**src/hdl/bdsd_pkg.sv**
```systemverilog
// ---------------------------------------------------------------------------
// bdsd_pkg
// Shared widths, reset values, register codes and lane status type for the
// button debouncer with stuck-button detection.
// ---------------------------------------------------------------------------
package bdsd_pkg;

   // default sizing
   localparam int NUM_BUTTONS_DEF = 4;
   localparam int TIME_BITS_DEF   = 32;

   // field widths
   localparam int NOW_BITS       = 32;
   localparam int RAW_BITS       = 4;
   localparam int ACTION_BITS    = 3;
   localparam int WARN_BITS      = 4;
   localparam int CFG_BITS       = 16;
   localparam int REQ_TDATA_BITS = 40;
   localparam int RSP_TDATA_BITS = 8;
   localparam int CSR_INDEX_BITS = 1;

   // register reset values
   localparam logic [CFG_BITS-1:0] DEBOUNCE_MS_RESET = 16'd35;
   localparam logic [CFG_BITS-1:0] STUCK_MS_RESET    = 16'd2000;

   // register indexes
   typedef enum logic [CSR_INDEX_BITS-1:0] {
      CSR_DEBOUNCE_MS = 1'b0,
      CSR_STUCK_MS    = 1'b1
   } csr_index_type;

   // action codes
   localparam logic [ACTION_BITS-1:0] ACT_NONE = 3'd0;
   localparam logic [ACTION_BITS-1:0] ACT_BACK = 3'd4;

   // per-button result of one poll
   typedef struct packed {
      logic press;   // stable level newly went low
      logic warn;    // stuck warning fired
   } lane_status_type;

endpackage

```
**src/hdl/bdsd_lane.sv**
```systemverilog
// ---------------------------------------------------------------------------
// bdsd_lane
// One button: raw change tracking, settle timer, stable level, and the
// stuck-hold timer with repeating warnings. State advances only on step.
// ---------------------------------------------------------------------------
module bdsd_lane #(
   parameter int TIME_BITS = bdsd_pkg::TIME_BITS_DEF
) (
   input  logic                           clock,
   input  logic                           reset,
   input  logic                           step,
   input  logic [TIME_BITS-1:0]           now,
   input  logic                           level,
   input  logic [bdsd_pkg::CFG_BITS-1:0]  debounce_ms,
   input  logic [bdsd_pkg::CFG_BITS-1:0]  stuck_ms,
   output bdsd_pkg::lane_status_type      status
);

   logic                 last_raw_ff,    last_raw_in;
   logic                 stable_ff,      stable_in;
   logic [TIME_BITS-1:0] change_time_ff, change_time_in;
   logic [TIME_BITS-1:0] held_since_ff,  held_since_in;
   logic [TIME_BITS-1:0] last_warn_ff,   last_warn_in;

   logic [TIME_BITS-1:0] held_use;
   logic [TIME_BITS-1:0] settle_age;
   logic [TIME_BITS-1:0] held_age;
   logic [TIME_BITS-1:0] warn_age;
   logic [TIME_BITS-1:0] debounce_t;
   logic [TIME_BITS-1:0] stuck_t;
   logic                 settle;
   logic                 press;
   logic                 fire;

   assign debounce_t = TIME_BITS'(debounce_ms);
   assign stuck_t    = TIME_BITS'(stuck_ms);

   // restart settle timer on a raw change
   assign last_raw_in    = level;
   assign change_time_in = (level != last_raw_ff) ? now : change_time_ff;
   assign settle_age     = now - change_time_in;
   assign settle         = (settle_age >= debounce_t) && (stable_ff != level);

   // hold timer ages
   assign held_use = (held_since_ff == '0) ? now : held_since_ff;
   assign held_age = now - held_use;
   assign warn_age = now - last_warn_ff;

   // stable level, press and stuck warning
   always_comb begin
      stable_in     = stable_ff;
      held_since_in = held_since_ff;
      last_warn_in  = last_warn_ff;
      press         = 1'b0;
      fire          = 1'b0;
      if (settle) begin
         stable_in     = level;
         held_since_in = '0;
         last_warn_in  = '0;
         if (!level) begin
            held_since_in = now;
            press         = 1'b1;
         end
      end
      if (!press) begin
         if (!stable_in) begin
            // held low with no new transition this poll
            held_since_in = held_use;
            fire = (held_age >= stuck_t) &&
                   ((last_warn_ff == '0) || (warn_age >= stuck_t));
            if (fire) begin
               last_warn_in = now;
            end
         end else begin
            held_since_in = '0;
            last_warn_in  = '0;
         end
      end
   end

   assign status.press = press;
   assign status.warn  = fire;

   // advance lane state
   always_ff @(posedge clock) begin
      if (reset) begin
         last_raw_ff    <= 1'b1;
         stable_ff      <= 1'b1;
         change_time_ff <= '0;
         held_since_ff  <= '0;
         last_warn_ff   <= '0;
      end else if (step) begin
         last_raw_ff    <= last_raw_in;
         stable_ff      <= stable_in;
         change_time_ff <= change_time_in;
         held_since_ff  <= held_since_in;
         last_warn_ff   <= last_warn_in;
      end
   end

endmodule

```
**src/hdl/button_debounce_stuck_detect_unit.sv**
```systemverilog
// ---------------------------------------------------------------------------
// button_debounce_stuck_detect_unit
// Debouncer for active-low buttons (up, down, select, back) with stuck-button
// warnings. Each request transfer is one poll; each poll yields one response.
// ---------------------------------------------------------------------------
//  channel  direction  payload
//  req      in         tdata: now_ms[31:0], raw_levels[35:32], zero pad
//  rsp      out        tdata: pressed_action[2:0], stuck_warn[6:3], zero pad
//  csr      in         index 0 debounce_ms, index 1 stuck_ms (16 bit)
//
//  One poll per cycle sustained while the response is not stalled; a poll
//  passes the input register, then the button lanes feeding the response register.
//  The lane state loop is combinational: subtract-and-compare per button
//  and a priority cut-off across the buttons.
//  A stalled response holds the pipeline; the input register still takes a
//  transfer while the response register is drained in the same cycle.
//  Synchronous active-high reset releases all buttons and loads the register
//  defaults.
// ---------------------------------------------------------------------------
module button_debounce_stuck_detect_unit #(
   parameter int NUM_BUTTONS = bdsd_pkg::NUM_BUTTONS_DEF,
   parameter int TIME_BITS   = bdsd_pkg::TIME_BITS_DEF
) (
   input  logic                                  clock,
   input  logic                                  reset,
   // poll input
   input  logic                                  req_tvalid,
   output logic                                  req_tready,
   input  logic [bdsd_pkg::REQ_TDATA_BITS-1:0]   req_tdata,  // now_ms, raw_levels
   // poll result
   output logic                                  rsp_tvalid,
   input  logic                                  rsp_tready,
   output logic [bdsd_pkg::RSP_TDATA_BITS-1:0]   rsp_tdata,  // pressed_action, stuck_warn
   // register writes
   input  logic                                  csr_we,
   input  logic [bdsd_pkg::CSR_INDEX_BITS-1:0]   csr_index,
   input  logic [bdsd_pkg::CFG_BITS-1:0]         csr_wdata
);

   localparam int ACTION_BITS = bdsd_pkg::ACTION_BITS;
   localparam int WARN_BITS   = bdsd_pkg::WARN_BITS;
   localparam int RAW_BITS    = bdsd_pkg::RAW_BITS;

   logic [bdsd_pkg::CFG_BITS-1:0] debounce_ms_ff;
   logic [bdsd_pkg::CFG_BITS-1:0] stuck_ms_ff;

   logic                  in_valid_ff;
   logic [TIME_BITS-1:0]  in_now_ff;
   logic [RAW_BITS-1:0]   in_raw_ff;

   logic                  rsp_valid_ff;
   logic [ACTION_BITS-1:0] rsp_action_ff, rsp_action_in;
   logic [WARN_BITS-1:0]  rsp_warn_ff,   rsp_warn_in;

   logic                  advance;
   logic [NUM_BUTTONS:0]  skip;
   bdsd_pkg::lane_status_type lane_status [NUM_BUTTONS];

   // configuration registers
   always_ff @(posedge clock) begin
      if (reset) begin
         debounce_ms_ff <= bdsd_pkg::DEBOUNCE_MS_RESET;
         stuck_ms_ff    <= bdsd_pkg::STUCK_MS_RESET;
      end else if (csr_we) begin
         unique case (bdsd_pkg::csr_index_type'(csr_index))
            bdsd_pkg::CSR_DEBOUNCE_MS: debounce_ms_ff <= csr_wdata;
            bdsd_pkg::CSR_STUCK_MS:    stuck_ms_ff    <= csr_wdata;
            default:                   ;
         endcase
      end
   end

   // handshake: process when the response register is free or draining
   assign advance    = in_valid_ff && (!rsp_valid_ff || rsp_tready);
   assign req_tready = !in_valid_ff || advance;

   // input register
   always_ff @(posedge clock) begin
      if (reset) begin
         in_valid_ff <= 1'b0;
      end else if (req_tready) begin
         in_valid_ff <= req_tvalid;
      end
   end

   always_ff @(posedge clock) begin
      if (req_tready && req_tvalid) begin
         in_now_ff <= req_tdata[TIME_BITS-1:0];
         in_raw_ff <= req_tdata[bdsd_pkg::NOW_BITS +: RAW_BITS];
      end
   end

   // button lanes; a press stops the later buttons for this poll
   assign skip[0] = 1'b0;

   for (genvar i = 0; i < NUM_BUTTONS; i++) begin : g_lane
      logic level;
      if (i < RAW_BITS) begin : g_pin
         assign level = in_raw_ff[i];
      end else begin : g_idle
         assign level = 1'b1;
      end

      bdsd_lane #(
         .TIME_BITS (TIME_BITS)
      ) u_lane (
         .clock       (clock),
         .reset       (reset),
         .step        (advance && !skip[i]),
         .now         (in_now_ff),
         .level       (level),
         .debounce_ms (debounce_ms_ff),
         .stuck_ms    (stuck_ms_ff),
         .status      (lane_status[i])
      );

      assign skip[i+1] = skip[i] || lane_status[i].press;
   end

   // collect action and warnings
   always_comb begin
      rsp_action_in = bdsd_pkg::ACT_NONE;
      rsp_warn_in   = '0;
      for (int i = 0; i < NUM_BUTTONS; i++) begin
         if (!skip[i] && lane_status[i].press) begin
            rsp_action_in = ACTION_BITS'(i + 1);
         end
         if (i < WARN_BITS) begin
            if (!skip[i] && lane_status[i].warn) begin
               rsp_warn_in[i] = 1'b1;
            end
         end
      end
   end

   // response register
   always_ff @(posedge clock) begin
      if (reset) begin
         rsp_valid_ff <= 1'b0;
      end else if (advance) begin
         rsp_valid_ff <= 1'b1;
      end else if (rsp_tready) begin
         rsp_valid_ff <= 1'b0;
      end
   end

   always_ff @(posedge clock) begin
      if (advance) begin
         rsp_action_ff <= rsp_action_in;
         rsp_warn_ff   <= rsp_warn_in;
      end
   end

   assign rsp_tvalid = rsp_valid_ff;
   assign rsp_tdata  = {1'b0, rsp_warn_ff, rsp_action_ff};

`ifndef SYNTHESIS
   // action code stays within the button list
   a_action_range: assert property (@(posedge clock) disable iff (reset)
      rsp_valid_ff |-> (rsp_action_ff <= bdsd_pkg::ACT_BACK))
      else $error("pressed_action out of range");

   // no warning from the pressing button or any button after it
   a_warn_cutoff: assert property (@(posedge clock) disable iff (reset)
      (rsp_valid_ff && (rsp_action_ff != bdsd_pkg::ACT_NONE)) |->
      ((rsp_warn_ff >> (rsp_action_ff - 3'd1)) == '0))
      else $error("stuck warning past the pressed button");

   // a processed poll always lands in the response register
   a_advance_lands: assert property (@(posedge clock) disable iff (reset)
      advance |=> rsp_valid_ff)
      else $error("processed poll lost");

   // a poll waiting on a stalled response is kept
   a_hold_input: assert property (@(posedge clock) disable iff (reset)
      (in_valid_ff && !advance) |=> (in_valid_ff && $stable(in_now_ff)))
      else $error("waiting poll dropped");
`endif

endmodule
```
**config.mk**
```make
export PLATFORM = sky130hd
export DESIGN_NAME = button_debounce_stuck_detect_unit
export DESIGN_NICKNAME = d
export VERILOG_FILES = /design/src/hdl/bdsd_pkg.sv /design/src/hdl/bdsd_lane.sv /design/src/hdl/button_debounce_stuck_detect_unit.sv
export SDC_FILE = /design/constraint.sdc
export NUM_CORES = 2
export LEC_CHECK = 0
export ABC_AREA = 1
export BUFFER_PORTS_ARGS = -buffer_cell sky130_fd_sc_hd__buf_2
export CAP_MARGIN = 20
export CORE_AREA = 4 4 394 396
export DETAILED_ROUTE_END_ITERATION = 10
export DIE_AREA = 0 0 398 400
export MAX_ROUTING_LAYER = met4
export PLACE_DENSITY = 0.54
export SYNTH_ARGS = -nofsm -noshare
export SYNTH_HDL_FRONTEND = slang
export SYNTH_SLANG_ARGS = --single-unit
export TNS_END_PERCENT = 10
```
**constraint.sdc**
```tcl
create_clock -name clock -period 9.6 [get_ports clock]
set_input_delay 1.92 -clock clock [delete_from_list [all_inputs] [get_ports clock]]
set_output_delay 1.92 -clock clock [all_outputs]
set_load 0.005 [all_outputs]
```
==> impl_metrics.py <==
metrics = {
    "run_status": {
        "outcome": "finished, final reports clean",
    },
    "routing": {
        "drt_pre_antenna_iters": 6,
        "post-route-drc-count": 0,
        "detail_routed_net_length_per_standard_cell_um": 20.8,
        "routed-via-count": 61200,
        "postRouteWirelength_um": 242000,
        "drtIter0Drc": 5531,
        "antenna_violating_nets_post_route": 0,
        "routed_via_density": 5.26,
    },
    "setup_path": {
        "critical_path_required_ps": 10190,
        "critPathKind": "reg -> reg",
        "worst_setup_path_start_kind": "flip-flop",
        "crit_path_max_incr_delay_ps": 740,
        "crit_buf_inv": 5,
        "reg2reg_slack_ps": 2570,
        "critical_path_arrival_ps": 7620,
        "path_common_cell": "sky130_fd_sc_hd__nand2_1",
        "worst_path_dominant_cell_family": "simple AND/OR/NAND/NOR gates",
        "endpoint_kind": "flip-flop",
        "crit_path_max_fanout": 63,
        "crit_slowest_cell": "sky130_fd_sc_hd__o21ai_0",
    },
    "floorplanning": {
        "die_y_um": 400,
        "fp.dieW_um": 398,
        "starting_density_of_the_core": 0.359,
        "floorplan.core_area_mm2": 0.152,
        "die-area_mm2": 0.159,
        "io_pins": 72,
        "rows": 143,
    },
    "yosys": {
        "syn_inst": 9542,
        "synth.avg_cell_area_um2": 5.69,
        "synth_seq_cells": 469,
        "yosysTopAreaCell": "sky130_fd_sc_hd__nand2_1",
        "synth.top_cells.by_area": "sky130_fd_sc_hd__nand2_1, sky130_fd_sc_hd__dfxtp_1, sky130_fd_sc_hd__ha_1",
        "top_cell_type_s_share_of_synthesized_area": 0.202,
        "yosysSeqAreaShare": 0.181,
        "synth_warnings": 0,
        "post_synth_net_total": 10200,
        "synth-edff-count": 43,
        "synth_top_flop_cell": "sky130_fd_sc_hd__dfxtp_1",
        "synth.lib_cells_used.distinct": 53,
        "ys_async_sr_fraction": 0,
        "cell_area_after_synthesis_mm2": 0.0543,
    },
    "clocking": {
        "cts_tree": "built",
        "clock-sinks": 469,
        "cts_root_buf": "sky130_fd_sc_hd__clkbuf_16",
        "ctsLongestPathBuffers": 3,
        "cts_repair_resize_count": 0,
        "clock_tree.htree_level_count": 3,
        "ctsHoldBuffers": 0,
        "cts_setup_buffers": 0,
        "clock_latency_ps": 700,
        "clkTransAtPathRegs_ps": 60,
        "tritoncts.num_buffers": 67,
    },
    "finish": {
        "design_area_mm2": 0.0596,
        "layout-drive-gt1-share": 0.0441,
        "design.final.nets": 10200,
        "most-common-layout-cells": "sky130_fd_sc_hd__nand2_1, sky130_fd_sc_hd__inv_1, sky130_fd_sc_hd__nor2_1",
        "layout_commonest_cell": "sky130_fd_sc_hd__nand2_1",
        "layout-area-overhead-vs-synth_pct": 9.64,
        "final-instance-count-excl-fill": 11600,
        "post_route_utilization": 0.393,
    },
    "pwr": {
        "power-per-cell-area_mw_per_mm2": 149,
        "static-leakage-power_nw": 29.5,
        "peakVddDrop_uv": 118,
    },
    "timing": {
        "worst_tran_pin_value_ps": 1110,
        "largest_clock_skew_in_the_final_design_ps": 44.0,
        "clock.fmax_mhz": 142,
        "final-setup-viol-count": 0,
        "grt_setup_unrepaired": "no",
        "setup-tns-final_ps": 0,
        "slew_headroom": 0.260,
        "final.min_clock_period_ps": 7030,
        "finalHoldViolCount": 0,
        "period_share": 0.732,
        "slew_violations": 0,
    },
    "hold_path": {
        "class_of_the_tightest_hold_or_removal_check": "reg -> reg",
    },
    "grt": {
        "groute.usage.overall": 0.304,
        "grt_max_degree": 99,
        "grt_pass1_vias": 55800,
        "antenna_violations_before_repair": 23,
        "grt.overflow.total": 0,
        "grt_first_pass_wirelength_um": 354000,
    },
    "placement": {
        "place.gp.congestion": 0.989,
        "dp_cells": 11500,
        "io_buffer_count": 66,
        "place.detailed.hpwl_um": 176000,
        "placement_cell_area_mm2": 0.0573,
    },
    "job": {
        "drv.max_cap_violation_count": 0,
    },
}
## path summary, 6_finish.rpt
check                  from                                end  cells after the start
min reg2reg  stuck_ms_ff[2]                     stuck_ms_ff[2]                      2
max reg2reg    in_raw_ff[0]  g_lane[1].u_lane.last_warn_ff[26]                     32
max            in_raw_ff[0]  g_lane[1].u_lane.last_warn_ff[26]                     32
min          stuck_ms_ff[2]                     stuck_ms_ff[2]                      2
## cells in the mapped netlist, types with 16 or more instances
cell	n
sky130_fd_sc_hd__nor3_1	94
sky130_fd_sc_hd__o21bai_1	30
sky130_fd_sc_hd__nor2_1	1155
sky130_fd_sc_hd__clkbuf_1	195
sky130_fd_sc_hd__nand3b_1	58
sky130_fd_sc_hd__nand4_1	108
sky130_fd_sc_hd__edfxtp_1	43
sky130_fd_sc_hd__xnor2_1	18
sky130_fd_sc_hd__a21oi_1	806
sky130_fd_sc_hd__a211oi_1	20
sky130_fd_sc_hd__nor4_1	31
sky130_fd_sc_hd__dfxtp_1	426
sky130_fd_sc_hd__nand3_1	654
sky130_fd_sc_hd__buf_1	16
sky130_fd_sc_hd__or2_2	58
sky130_fd_sc_hd__xor2_1	177
sky130_fd_sc_hd__o21ai_0	565
sky130_fd_sc_hd__buf_2	54
sky130_fd_sc_hd__o211ai_1	50
sky130_fd_sc_hd__nand2_1	2923
sky130_fd_sc_hd__o21a_1	39
sky130_fd_sc_hd__inv_1	1336
sky130_fd_sc_hd__ha_1	564
## kinds of logic after synthesis
group                    synth area share
AND/OR/NAND/NOR                     0.387
buffers and inverters               0.116
AO/OA/AOI/OAI                       0.150
adder cells (fa/ha/maj)             0.134
flip-flops                          0.181
XOR/XNOR                           0.0317
other                           0.0000690
## worst register-to-register path, delay by kind of cell, from the launching register on
kind	cells	cell delay (ps)
and+or+nand+nor	20	3150
DFF	1	450
AOI/OAI and AO/OA	3	1120
xor gates and xnor gates	1	180
adders and majority gates	3	1000
buffers and inverters	5	1050
## per-layer routing
metal / global-route usage / share of wire
met1: 0.399 / 0.44
met2: 0.463 / 0.43
met3: 0.0487 / 0.080
met4: 0.127 / 0.049
met5: - / 0
## metrics by stage
step	total power, mW	setup WS [ps]	hold WS (ps)
after floorplan	5.03	4750	435
after global placement	6.18	2600	441
after detailed placement	6.21	2600	449
after CTS	8.89	2540	459
after global routing	9.56	2140	475
final	8.89	2570	457
## where the power goes
| part | leakage [nW] | total, mW | internal [mW] | switching, mW |
|---|---|---|---|---|
| Clock | 1.10 | 2.65 | 1.55 | 1.11 |
| Combinational | 24.5 | 4.13 | 1.34 | 2.79 |
| Sequential | 3.89 | 2.11 | 2.06 | 0.0495 |
## final cells by class
type | count | area (um^2)
fill | 17000 | 92000
multi-input combinational | 7439 | 38300
sequential | 469 | 9820
inverter | 1346 | 5060
tap | 2030 | 2540
clock buffer | 97 | 1920
timing repair buffer | 222 | 1580
clock inverter | 27 | 365
antenna | 8 | 20.0
## registers in the layout, summed over array words and instances (netlist names)
name / cells
g_lane.u_lane.stable_ff: 4
rsp_tvalid: 1
rsp_action_ff: 3
debounce_ms_ff: 16
in_raw_ff: 4
in_now_ff: 32
stuck_ms_ff: 16
rsp_warn_ff: 4
g_lane.u_lane.last_raw_ff: 4
g_lane.u_lane.held_since_ff: 128
g_lane.u_lane.change_time_ff: 128
g_lane.u_lane.last_warn_ff: 128
in_valid_ff: 1
(Power assumes the default switching activity.)
